### src/hdl/assert_macros.svh
// Assertion helpers shared by the RTL. Define ASSERT_OFF to drop them.
`ifndef ASSERT_MACROS_SVH
`define ASSERT_MACROS_SVH

`ifndef ASSERT_OFF
// Same-cycle implication, checked on every rising clock edge out of reset.
`define ASSERT_IMP(lbl, clk, rst_n, ante, cons) \
  lbl: assert property (@(posedge clk) disable iff (!rst_n) (ante) |-> (cons)) \
    else $error("assertion failed: same-cycle implication");
// Next-cycle implication.
`define ASSERT_NXT(lbl, clk, rst_n, ante, cons) \
  lbl: assert property (@(posedge clk) disable iff (!rst_n) (ante) |=> (cons)) \
    else $error("assertion failed: next-cycle implication");
`else
`define ASSERT_IMP(lbl, clk, rst_n, ante, cons)
`define ASSERT_NXT(lbl, clk, rst_n, ante, cons)
`endif

`endif

### src/hdl/rrts_pkg.sv
package rrts_pkg;

  localparam int ThreadW       = 6;
  localparam int MaskW         = 32;
  localparam int MaskIdxW      = $clog2(MaskW);
  localparam int TicksW        = 32;
  localparam int OpW           = 2;
  localparam int DefMaxThreads = 32;

  typedef enum logic [OpW-1:0] {
    OP_TICK  = 2'd0,
    OP_DELAY = 2'd1,
    OP_SCHED = 2'd2
  } op_e;

  typedef enum logic [1:0] {
    ST_IDLE,
    ST_TICK,
    ST_SCHED,
    ST_DONE
  } state_e;

endpackage

### src/hdl/round_robin_thread_scheduler.sv
// Round-robin thread scheduler with per-thread sleep counters.
// Request channel: opcode_i and delay_ticks_i are taken at a rising edge with
// start high and busy low. busy stays high until the result has been shown.
// Result channel: result_valid_o is high for exactly one cycle, together with
// next_thread_o, switch_request_o, ready_mask_o and error_o. The receiver
// cannot stall it; a result not taken in that cycle is gone.
// Configuration: cfg_data_i (thread count) is written when cfg_valid_i and
// cfg_ready_o are both high; cfg_ready_o is high only while idle with start
// low. A write re-registers all threads: ready bits set, sleep counters cleared.
// Request handling, with n the effective thread count:
//   tick     : one sleep counter per cycle through the shared decrementer,
//              threads 1 to n - 1 in turn, then the result cycle
//   schedule : one candidate thread tested per cycle, from the thread after
//              the current one; the idle thread, with no search, when none is ready
//   delay    : as schedule; from the idle thread, straight to an error result
//   opcode 3 : straight to the result
// A new request is taken the cycle after the result, so at most one request
// is in flight. Reset: thread count 1, no ready threads, counters zero,
// current thread idle, no thread run yet.
`include "assert_macros.svh"

module round_robin_thread_scheduler #(
  parameter int MAX_THREADS = rrts_pkg::DefMaxThreads
) (
  input  logic                          clk_i,
  input  logic                          rst_ni,
  input  logic                          start,
  output logic                          busy,
  input  logic [rrts_pkg::OpW-1:0]      opcode_i,
  input  logic [rrts_pkg::TicksW-1:0]   delay_ticks_i,
  output logic                          result_valid_o,
  output logic [rrts_pkg::ThreadW-1:0]  next_thread_o,
  output logic                          switch_request_o,
  output logic [rrts_pkg::MaskW-1:0]    ready_mask_o,
  output logic                          error_o,
  input  logic                          cfg_valid_i,
  output logic                          cfg_ready_o,
  input  logic [rrts_pkg::ThreadW-1:0]  cfg_data_i
);

  import rrts_pkg::*;

  localparam int IdxW = $clog2(MAX_THREADS);
  localparam logic [ThreadW-1:0] MaxCount = ThreadW'(MAX_THREADS + 1);
  localparam logic [ThreadW-1:0] One      = ThreadW'(1);

  function automatic logic [ThreadW-1:0] eff_count(input logic [ThreadW-1:0] v);
    logic [ThreadW-1:0] r;
    r = v;
    if (v == '0) r = One;
    if (v > MaxCount) r = MaxCount;
    return r;
  endfunction

  function automatic logic [MaskW-1:0] valid_mask(input logic [ThreadW-1:0] n);
    logic [ThreadW-1:0] users;
    users = n - One;
    if (users >= ThreadW'(MaskW)) return '1;
    return (MaskW'(1) << users) - MaskW'(1);
  endfunction

  state_e             state_q, state_d;
  logic [ThreadW-1:0] count_q, count_d;
  logic [MaskW-1:0]   ready_q, ready_d;
  logic [ThreadW-1:0] cur_q, cur_d;
  logic               has_run_q, has_run_d;
  logic [ThreadW-1:0] walk_q, walk_d;
  logic               sw_q, sw_d;
  logic               err_q, err_d;
  logic [TicksW-1:0]  sleep_q [MAX_THREADS];

  logic               sleep_we;
  logic               sleep_clr;
  logic [IdxW-1:0]    sleep_wa;
  logic [TicksW-1:0]  sleep_wd;
  logic [TicksW-1:0]  sleep_rd;
  logic [TicksW-1:0]  dec;

  logic               accept;
  logic               cfg_fire;
  op_e                op;
  logic [ThreadW-1:0] n_eff;
  logic [ThreadW-1:0] walk_m1;
  logic [ThreadW-1:0] cur_m1;
  logic [ThreadW-1:0] walk_p1;
  logic [ThreadW-1:0] cand;
  logic [ThreadW-1:0] cand_m1;
  logic               found;
  logic [ThreadW-1:0] pick;

  assign busy        = (state_q != ST_IDLE);
  assign cfg_ready_o = (state_q == ST_IDLE) && !start;
  assign accept      = start && !busy;
  assign cfg_fire    = cfg_valid_i && cfg_ready_o;
  assign op          = op_e'(opcode_i);
  assign n_eff       = eff_count(count_q);

  assign walk_m1  = walk_q - One;
  assign cur_m1   = cur_q - One;
  assign walk_p1  = walk_q + One;
  assign cand     = (walk_p1 >= n_eff) ? One : walk_p1;
  assign cand_m1  = cand - One;
  assign sleep_rd = sleep_q[walk_m1[IdxW-1:0]];
  assign dec      = sleep_rd - TicksW'(1);

  always_comb begin
    found = 1'b0;
    pick  = '0;
    if (ready_q == '0) begin
      found = 1'b1;
    end else if (ready_q[cand_m1[MaskIdxW-1:0]]) begin
      found = 1'b1;
      pick  = cand;
    end
  end

  always_comb begin
    state_d = state_q;
    case (state_q)
      ST_IDLE: begin
        if (!cfg_fire && accept) begin
          case (op)
            OP_TICK:  state_d = (n_eff > One) ? ST_TICK : ST_DONE;
            OP_DELAY: state_d = (cur_q != '0) ? ST_SCHED : ST_DONE;
            OP_SCHED: state_d = ST_SCHED;
            default:  state_d = ST_DONE;
          endcase
        end
      end
      ST_TICK:  state_d = (walk_p1 >= n_eff) ? ST_DONE : ST_TICK;
      ST_SCHED: state_d = found ? ST_DONE : ST_SCHED;
      ST_DONE:  state_d = ST_IDLE;
      default:  state_d = ST_IDLE;
    endcase
  end

  always_comb begin
    count_d   = count_q;
    ready_d   = ready_q;
    cur_d     = cur_q;
    has_run_d = has_run_q;
    walk_d    = walk_q;
    sw_d      = sw_q;
    err_d     = err_q;
    sleep_we  = 1'b0;
    sleep_clr = 1'b0;
    sleep_wa  = walk_m1[IdxW-1:0];
    sleep_wd  = dec;
    case (state_q)
      ST_IDLE: begin
        if (cfg_fire) begin
          count_d   = cfg_data_i;
          ready_d   = valid_mask(eff_count(cfg_data_i));
          cur_d     = '0;
          has_run_d = 1'b0;
          sleep_clr = 1'b1;
        end else if (accept) begin
          sw_d   = 1'b0;
          err_d  = 1'b0;
          walk_d = cur_q;
          case (op)
            OP_TICK: walk_d = One;
            OP_DELAY: begin
              if (cur_q == '0) begin
                err_d = 1'b1;
              end else begin
                sleep_we                      = 1'b1;
                sleep_wa                      = cur_m1[IdxW-1:0];
                sleep_wd                      = delay_ticks_i;
                ready_d[cur_m1[MaskIdxW-1:0]] = 1'b0;
              end
            end
            default: ;
          endcase
        end
      end
      ST_TICK: begin
        if (sleep_rd != '0) begin
          sleep_we = 1'b1;
          if (dec == '0) ready_d[walk_m1[MaskIdxW-1:0]] = 1'b1;
        end
        walk_d = walk_p1;
      end
      ST_SCHED: begin
        if (found) begin
          sw_d      = (pick != cur_q) || !has_run_q;
          cur_d     = pick;
          has_run_d = 1'b1;
        end else begin
          walk_d = cand;
        end
      end
      default: ;
    endcase
  end

  always_ff @(posedge clk_i or negedge rst_ni) begin
    if (!rst_ni) begin
      state_q   <= ST_IDLE;
      count_q   <= One;
      ready_q   <= '0;
      cur_q     <= '0;
      has_run_q <= 1'b0;
      walk_q    <= '0;
      sw_q      <= 1'b0;
      err_q     <= 1'b0;
    end else begin
      state_q   <= state_d;
      count_q   <= count_d;
      ready_q   <= ready_d;
      cur_q     <= cur_d;
      has_run_q <= has_run_d;
      walk_q    <= walk_d;
      sw_q      <= sw_d;
      err_q     <= err_d;
    end
  end

  always_ff @(posedge clk_i or negedge rst_ni) begin
    if (!rst_ni) begin
      for (int i = 0; i < MAX_THREADS; i++) sleep_q[i] <= '0;
    end else if (sleep_clr) begin
      for (int i = 0; i < MAX_THREADS; i++) sleep_q[i] <= '0;
    end else if (sleep_we) begin
      sleep_q[sleep_wa] <= sleep_wd;
    end
  end

  assign result_valid_o   = (state_q == ST_DONE);
  assign next_thread_o    = cur_q;
  assign switch_request_o = sw_q;
  assign ready_mask_o     = ready_q;
  assign error_o          = err_q;

  `ASSERT_NXT(a_accept_busy, clk_i, rst_ni, start && !busy, busy)
  `ASSERT_IMP(a_thread_in_range, clk_i, rst_ni, result_valid_o, next_thread_o < n_eff)
  `ASSERT_IMP(a_ready_subset, clk_i, rst_ni, 1'b1, (ready_q & ~valid_mask(n_eff)) == '0)
  `ASSERT_IMP(a_error_no_switch, clk_i, rst_ni, result_valid_o && error_o, !switch_request_o)

endmodule

### config.mk
export PLATFORM = sky130hd
export DESIGN_NAME = round_robin_thread_scheduler
export DESIGN_NICKNAME = d
export VERILOG_FILES = /design/src/hdl/rrts_pkg.sv /design/src/hdl/round_robin_thread_scheduler.sv
export VERILOG_INCLUDE_DIRS = /design/src /design/src/hdl
export SDC_FILE = /design/constraint.sdc
export NUM_CORES = 2
export LEC_CHECK = 0
export BUFFER_PORTS_ARGS = -buffer_cell sky130_fd_sc_hd__buf_2
export CAP_MARGIN = 0
export CORE_MARGIN = 4
export CORE_UTILIZATION = 55
export CTS_CLUSTER_DIAMETER = 40
export DETAILED_ROUTE_END_ITERATION = 10
export PLACE_DENSITY_LB_ADDON = 0.15
export SYNTH_ARGS = -nofsm -noshare
export SYNTH_HDL_FRONTEND = slang
export SYNTH_SLANG_ARGS = --single-unit
### constraint.sdc
create_clock -name clk_i -period 6.5 [get_ports clk_i]
set_input_delay 1.3 -clock clk_i [delete_from_list [all_inputs] [get_ports clk_i]]
set_output_delay 1.3 -clock clk_i [all_outputs]
set_load 0.1 [all_outputs]
* After elaboration in Yosys (flattened, before gate mapping)
Cells that the tools add are included.
** Cells by class
- Shift-type cells :: 1
- Div/mod/pow operators :: 0
- $mul :: 0
- Add/subtract/negate cells :: 7
- Equality and inequality tests :: 17
- Bitwise gates (word level) :: 6
- Reductions and logical operators :: 32
- $lt $le $gt $ge :: 13
- Muxes and demuxes :: 79
** Operators with widths (count)
- two-way mux 1024 bit :: 2
- bitwise mux 1024 bit :: 1
- two-way mux 32 bit :: 16
- binary-select mux 32 bit (select 5 bit) :: 1
- demux 32 bit (select 5 bit) :: 1
- two-way mux 6 bit :: 15
- zero test 32 bit :: 2
- case mux 32 bit (2 select lines) :: 1
- bitwise AND 32 bit :: 1
- inverter 32 bit :: 1
- OR 32 bit :: 1
- nonzero test 32 bit :: 1
- left shift 1 x 6 -> 32 bit, first input constant :: 1
- subtractor 32 x 1 -> 32 bit, second input constant :: 1
- subtractor 32 x 2 -> 32 bit, second input constant :: 1
- two-way mux 5 bit :: 5
- two-way mux 1 bit :: 24
- greater-or-equal comparator 6 bit, second input constant :: 3
- zero test 6 bit :: 3
- less-than comparator 5 x 6 -> 1 bit, second input constant :: 3
- case mux 6 bit (3 select lines) :: 1
- subtractor 5 x 1 -> 5 bit, second input constant :: 3
- inequality test 2 bit, second input constant :: 7
- > comparator 6 bit, second input constant :: 2
- other kinds (32) :: 58
** Storage, ports and cells
- Memories kept :: 0
- Bits of input ports :: 44
- Bits in writable memories :: 0
- Output and inout bits :: 43
- Bits in latches :: 0
- Logic and storage cells :: 195
- Memory bits (read-only) :: 0
- Register bits :: 1079

* Depth between registers and ports, before layout
- Depth after elaboration :: 14
- Gate-level depth with buffers :: 29
- Mapped depth without buffers :: 20

* Worst setup path before layout
Ideal clock, no wire load.
- Path kind :: register to register
- Start :: reg walk_q[0]
- End :: reg walk_q[0]
- Path buffers :: 13
- Data arrival time :: 5903 ps
- Cell stages (with the launch flop) :: 26
- Slack :: 473 ps
- Cell sequence :: dfrtp_1 buf_6 buf_6 inv_1 ha_1 buf_2 buf_2 buf_2 buf_2 buf_2 buf_2 buf_2 buf_2 buf_2 nand2_1 ha_1 clkbuf_1 mux4_2 nand2_1 a21oi_1 a2111oi_4 nor2_1 o21a_1 or3_1 buf_2 mux2_2
** On the way
- Word-level cells in the longest chain between the ends :: 10
** Ends and longest elaborated chain
- from (decl) :: line round_robin_thread_scheduler.sv:67 : logic [ThreadW-1:0] walk_q, walk_d;
- from (signal assigned) :: line round_robin_thread_scheduler.sv:213 : walk_q <= walk_d;
- adder 6 x 1 -> 6 bit (*) :: line round_robin_thread_scheduler.sv:100 : assign walk_p1 = walk_q + One;
- greater-or-equal comparator 6 bit :: line round_robin_thread_scheduler.sv:101 : assign cand = (walk_p1 >= n_eff) ? One : walk_p1;
- two-way mux 6 bit :: line round_robin_thread_scheduler.sv:101
- subtractor 5 x 1 -> 5 bit :: line round_robin_thread_scheduler.sv:102 : assign cand_m1 = cand - One;
- binary-select mux 1 bit (select 5 bit) :: line round_robin_thread_scheduler.sv:111 : end else if (ready_q[cand_m1[MaskIdxW-1:0]]) begin
- two-way mux 1 bit (implied by the code) :: line round_robin_thread_scheduler.sv:111
- two-way mux 1 bit :: line round_robin_thread_scheduler.sv:111
- two-way mux 1 bit :: line round_robin_thread_scheduler.sv:109 : if (ready_q == '0) begin
- inequality test 2 bit (no line)
- AND reduction 4 bit (no line)
Every way passes the cells marked *; elsewhere a longest branch is shown, timed or not. The select of a mux whose other input is x is not followed.
A chain may end at the register's enable or synchronous reset.

* Final worst setup path
- Start :: reg walk_q[0]
- End :: reg sleep_q[61] in the netlist's numbering
** On the way
- Word-level cells in the longest chain between the ends :: 14
** Ends and longest elaborated chain
- subtractor 5 x 1 -> 5 bit (*) :: line round_robin_thread_scheduler.sv:98 : assign walk_m1 = walk_q - One;
- inverter 5 -> 6 bit (implied by the code) or two-way mux 5 bit (tied branches) :: line round_robin_thread_scheduler.sv:103, round_robin_thread_scheduler.sv:164
- binary-select mux 32 bit (select 5 bit) or two-way mux 5 bit (tied branches) :: line round_robin_thread_scheduler.sv:103, round_robin_thread_scheduler.sv:161
- two-way mux 32 bit (implied by the code) or two-way mux 5 bit (tied branches) :: line round_robin_thread_scheduler.sv:103, round_robin_thread_scheduler.sv:157
- two-way mux 32 bit (implied by the code) or two-way mux 5 bit (tied branches) :: line round_robin_thread_scheduler.sv:103, round_robin_thread_scheduler.sv:151
- subtractor 32 x 1 -> 32 bit or two-way mux 5 bit (tied branches) :: line round_robin_thread_scheduler.sv:104, round_robin_thread_scheduler.sv:149
- two-way mux 32 bit or inverter 5 -> 6 bit (tied branches) :: line round_robin_thread_scheduler.sv:164, round_robin_thread_scheduler.sv:225
- two-way mux 32 bit (tied with other cells) :: line round_robin_thread_scheduler.sv:161 : case (op)
- two-way mux 32 bit or logical AND 1 bit (tied branches) :: line round_robin_thread_scheduler.sv:157, round_robin_thread_scheduler.sv:225
- two-way mux 32 bit (on tied branches) :: line round_robin_thread_scheduler.sv:151, round_robin_thread_scheduler.sv:225
- two-way mux 32 bit or demux 32 bit (select 5 bit) (tied branches) :: line round_robin_thread_scheduler.sv:149, round_robin_thread_scheduler.sv:225
- bitwise mux 1024 bit :: line round_robin_thread_scheduler.sv:225 : sleep_q[sleep_wa] <= sleep_wd;
- two-way mux 1024 bit :: line round_robin_thread_scheduler.sv:224 : end else if (sleep_we) begin
- two-way mux 1024 bit :: line round_robin_thread_scheduler.sv:222 : end else if (sleep_clr) begin
- to (signal, indexed assignment) :: line round_robin_thread_scheduler.sv:225
- to (decl) :: line round_robin_thread_scheduler.sv:70 : logic [TicksW-1:0] sleep_q [MAX_THREADS];
Marks and branches as above.

==> run_results.csv <==
group,metric,value,unit
cts,cts_buffers,146,
routing,wirelength,179000,µm
setup_path,endpoint_kind,"flop",
global_routing,antenna_found_initial,8,
timing,finalCritPeriodShare,96.3,%
routing,ant_nets,0,
routing,drtIter0Drc,5082,
flow_run,maxCapViolations,0,
cts,cts.reportedPaths.clkPinSlew,0.06,ns
global_routing,grt.overflow.total,0,
setup_path,critical_path.max_fanout,17,
yosys,ys_seq_area_share,52.6,%
routing,dr.pass1.iters,8,
yosys,netlist_instances,4026,
global_routing,grtUsageTotal,35.8,%
yosys,synth.most_common_cell,"dfrtp_1",
worst_hold_path,hp-class,"reg -> reg",
timing,worstMarginPinSlew,1.23,ns
yosys,synth_edf_count,0,
floorplanning,core,92100,µm²
cts,root_buffer,"clkbuf_16",
setup_path,path_common_cell,"buf_12",
yosys,ys.warnings.count,0,
placement,gp_congestion,0.995,
cells_and_area,syn2layout_area_growth,14.3,%
cts,hold_buffers,0,
routing,wl_per_cell,33.4,µm
setup_path,cp_slowest_cell,"or4_1",
cts,cts_tree,"built",
setup_path,critPathRequiredTime,7.17,ns
setup_path,crit_path_cell_trace,"inv_1, ha_4, nand2b_1, o22ai_1, or2_2, buf_12, a222oi_1, nor4bb_1, nor2b_1, nand4_1, or4_1, nor4_2, xor2_2, buf_12, a21oi_4, a22o_1",
floorplanning,start_util,55.7,%
floorplanning,die_w,313,µm
routing,via_per_inst,7.35,
yosys,ys_top_cells_by_count,"dfrtp_1, a22o_1, o2bb2ai_1",
cells_and_area,fin_area,58600,µm²
yosys,yosys.area.top_type,"dfrtp_1",
global_routing,grt_max_degree,168,
timing,min_period,6.26,ns
yosys,synth_fp_nets,4095,
yosys,ys_async_sr_fraction,100,%
cts,h-tree-depth,4,
routing,vias,39300,
global_routing,grt_pass1_wl,264000,µm
cells_and_area,utilization,63.7,%
floorplanning,die_h,313,µm
timing,fin_setup_tns,0,ns
floorplanning,rows,111,
timing,final_max_slew_viol_count,0,
global_routing,first_global_vias,38400,
yosys,synth-main-ff-cell,"dfrtp_1",
yosys,yosys.area.top_type_share,52.6,%
timing,timing.fmax,160,MHz
cts,clock_latency,0.75,ns
yosys,synth_cell_types,94,
timing,finalHoldViolCount,0,
cells_and_area,drive_gt1_share,21.7,%
routing,drc,0,
yosys,synth_area,51300,µm²
setup_path,worstSetupStartpointType,"flop",
floorplanning,die_area,98200,µm²
floorplanning,num_io_pins,87,
setup_path,cp_num_buf_inv,3,
setup_path,critPathKind,"reg -> reg",
setup_path,crit_family,"simple AND/OR/NAND/NOR gates",
cts,cts_num_sinks,1079,
status,outcome,"completed",
setup_path,slowest_delay,0.77,ns
timing,fin_skew,0.0279,ns
timing,timing.hold.ws,0.458,ns
cts,cts_buffer_depth,3,
timing,setup_viol,0,
timing,max_slew_margin,18.0,%
yosys,syn_area_per_cell,12.7,µm²
yosys,ys_ff_latch,1079,
placement,placed_cell_area,53500,µm²
placement,numPortBuffers,86,
placement,dp_hpwl,113000,µm
yosys,yosys-top-cells-area,"dfrtp_1, a22o_1, mux4_2, o2bb2ai_1, buf_2",
setup_path,cp.arrival,6.93,ns
cells_and_area,nNetsFinal,4057,
area by class of cell:
type / instances / area (µm²)
Tap cell: 1243 / 1560
Antenna cell: 1 / 2.50
Inverter: 28 / 105
Sequential cell: 1079 / 27000
Clock buffer: 179 / 3990
Fill cell: 6982 / 33400
Timing Repair Buffer: 271 / 2300
Multi-Input combinational cell: 2462 / 22700
Clock inverter: 87 / 955
tightest hold or removal path: stages (launching register included):
cell and delay (ns):
dfstp_2 0.36, nand2_1 0.05, nand2_1 0.05
metrics by stage:
step / setup slack (ns) / std cells
floorplan: 0.473 / 4026
global placement: 0.190 / 5072
detailed placement: 0.232 / 5072
CTS: 0.146 / 5338
global route: -0.00555 / 5349
finish: 0.240 / 5350
layout by cell type, fill, tap and decap left out, types with 25 or more instances in the layout:
master     instances
dfrtp_1         1077
a22o_1           674
o2bb2ai_1        385
mux4_2           246
nand2_1          188
clkbuf_16        150
buf_4            147
nor2_1           107
a21oi_1           92
buf_2             85
nand3_1           64
a22oi_1           61
o21ai_0           57
and3_1            53
a21oi_4           52
mux2i_1           44
nor3_1            39
buf_12            38
xnor2_1           31
o21a_1            30
inv_1             26
nor4_1            25
state kept, by name, indices dropped and copies added, names as in the netlist:
name,count
count_q,6
sleep_q,1024
error_o,1
has_run_q,1
ready_mask_o,32
next_thread_o,6
switch_request_o,1
walk_q,6
state_q,2
timing repair:
item,4_1_cts,5_1_grt
setup endpoints to repair,0,142
gates resized for setup,0,7
setup buffers,0,6
cells by family after synthesis:
family          share of synthesized area (%)
xor+xnor                                0.732
flops                                    52.6
simple gates                             5.98
compound gates                           23.6
buf+inv                                  4.56
fa+ha+maj                               0.610
mux                                      11.9
worst paths after layout:
check / startpoint / endpoint / slack (ns) / depth (start not counted)
worst max-delay path: walk_q[0]$_DFFE_PN0P_ / sleep_q[61]$_DFFE_PN0P_ / 0.24 / 16
worst min-delay path: count_q[0]$_DFFE_PN1P_ / count_q[0]$_DFFE_PN1P_ / 0.46 / 2
worst max register to register: walk_q[0]$_DFFE_PN0P_ / sleep_q[61]$_DFFE_PN0P_ / 0.24 / 16
worst min register to register: count_q[0]$_DFFE_PN1P_ / count_q[0]$_DFFE_PN1P_ / 0.46 / 2
max in group asynchronous: rst_ni / sleep_q[379]$_DFFE_PN0P_ / 4.44 / 2
min in group asynchronous: rst_ni / sleep_q[690]$_DFFE_PN0P_ / 0.62 / 1
per-layer routing:
metal | vias to the layer above | global-route usage, % | wire [µm]
li1 | 15800 | - | -
met1 | 20700 | 52.4 | 74000
met2 | 2404 | 52.9 | 79400
met3 | 415 | 9.19 | 18800
met4 | 6 | 12.1 | 6430
met5 | - | 0 | 46
Power is left out: the tool's default activity adds up to more than one toggle a clock period on the data nets, which glitch-free logic cannot reach.
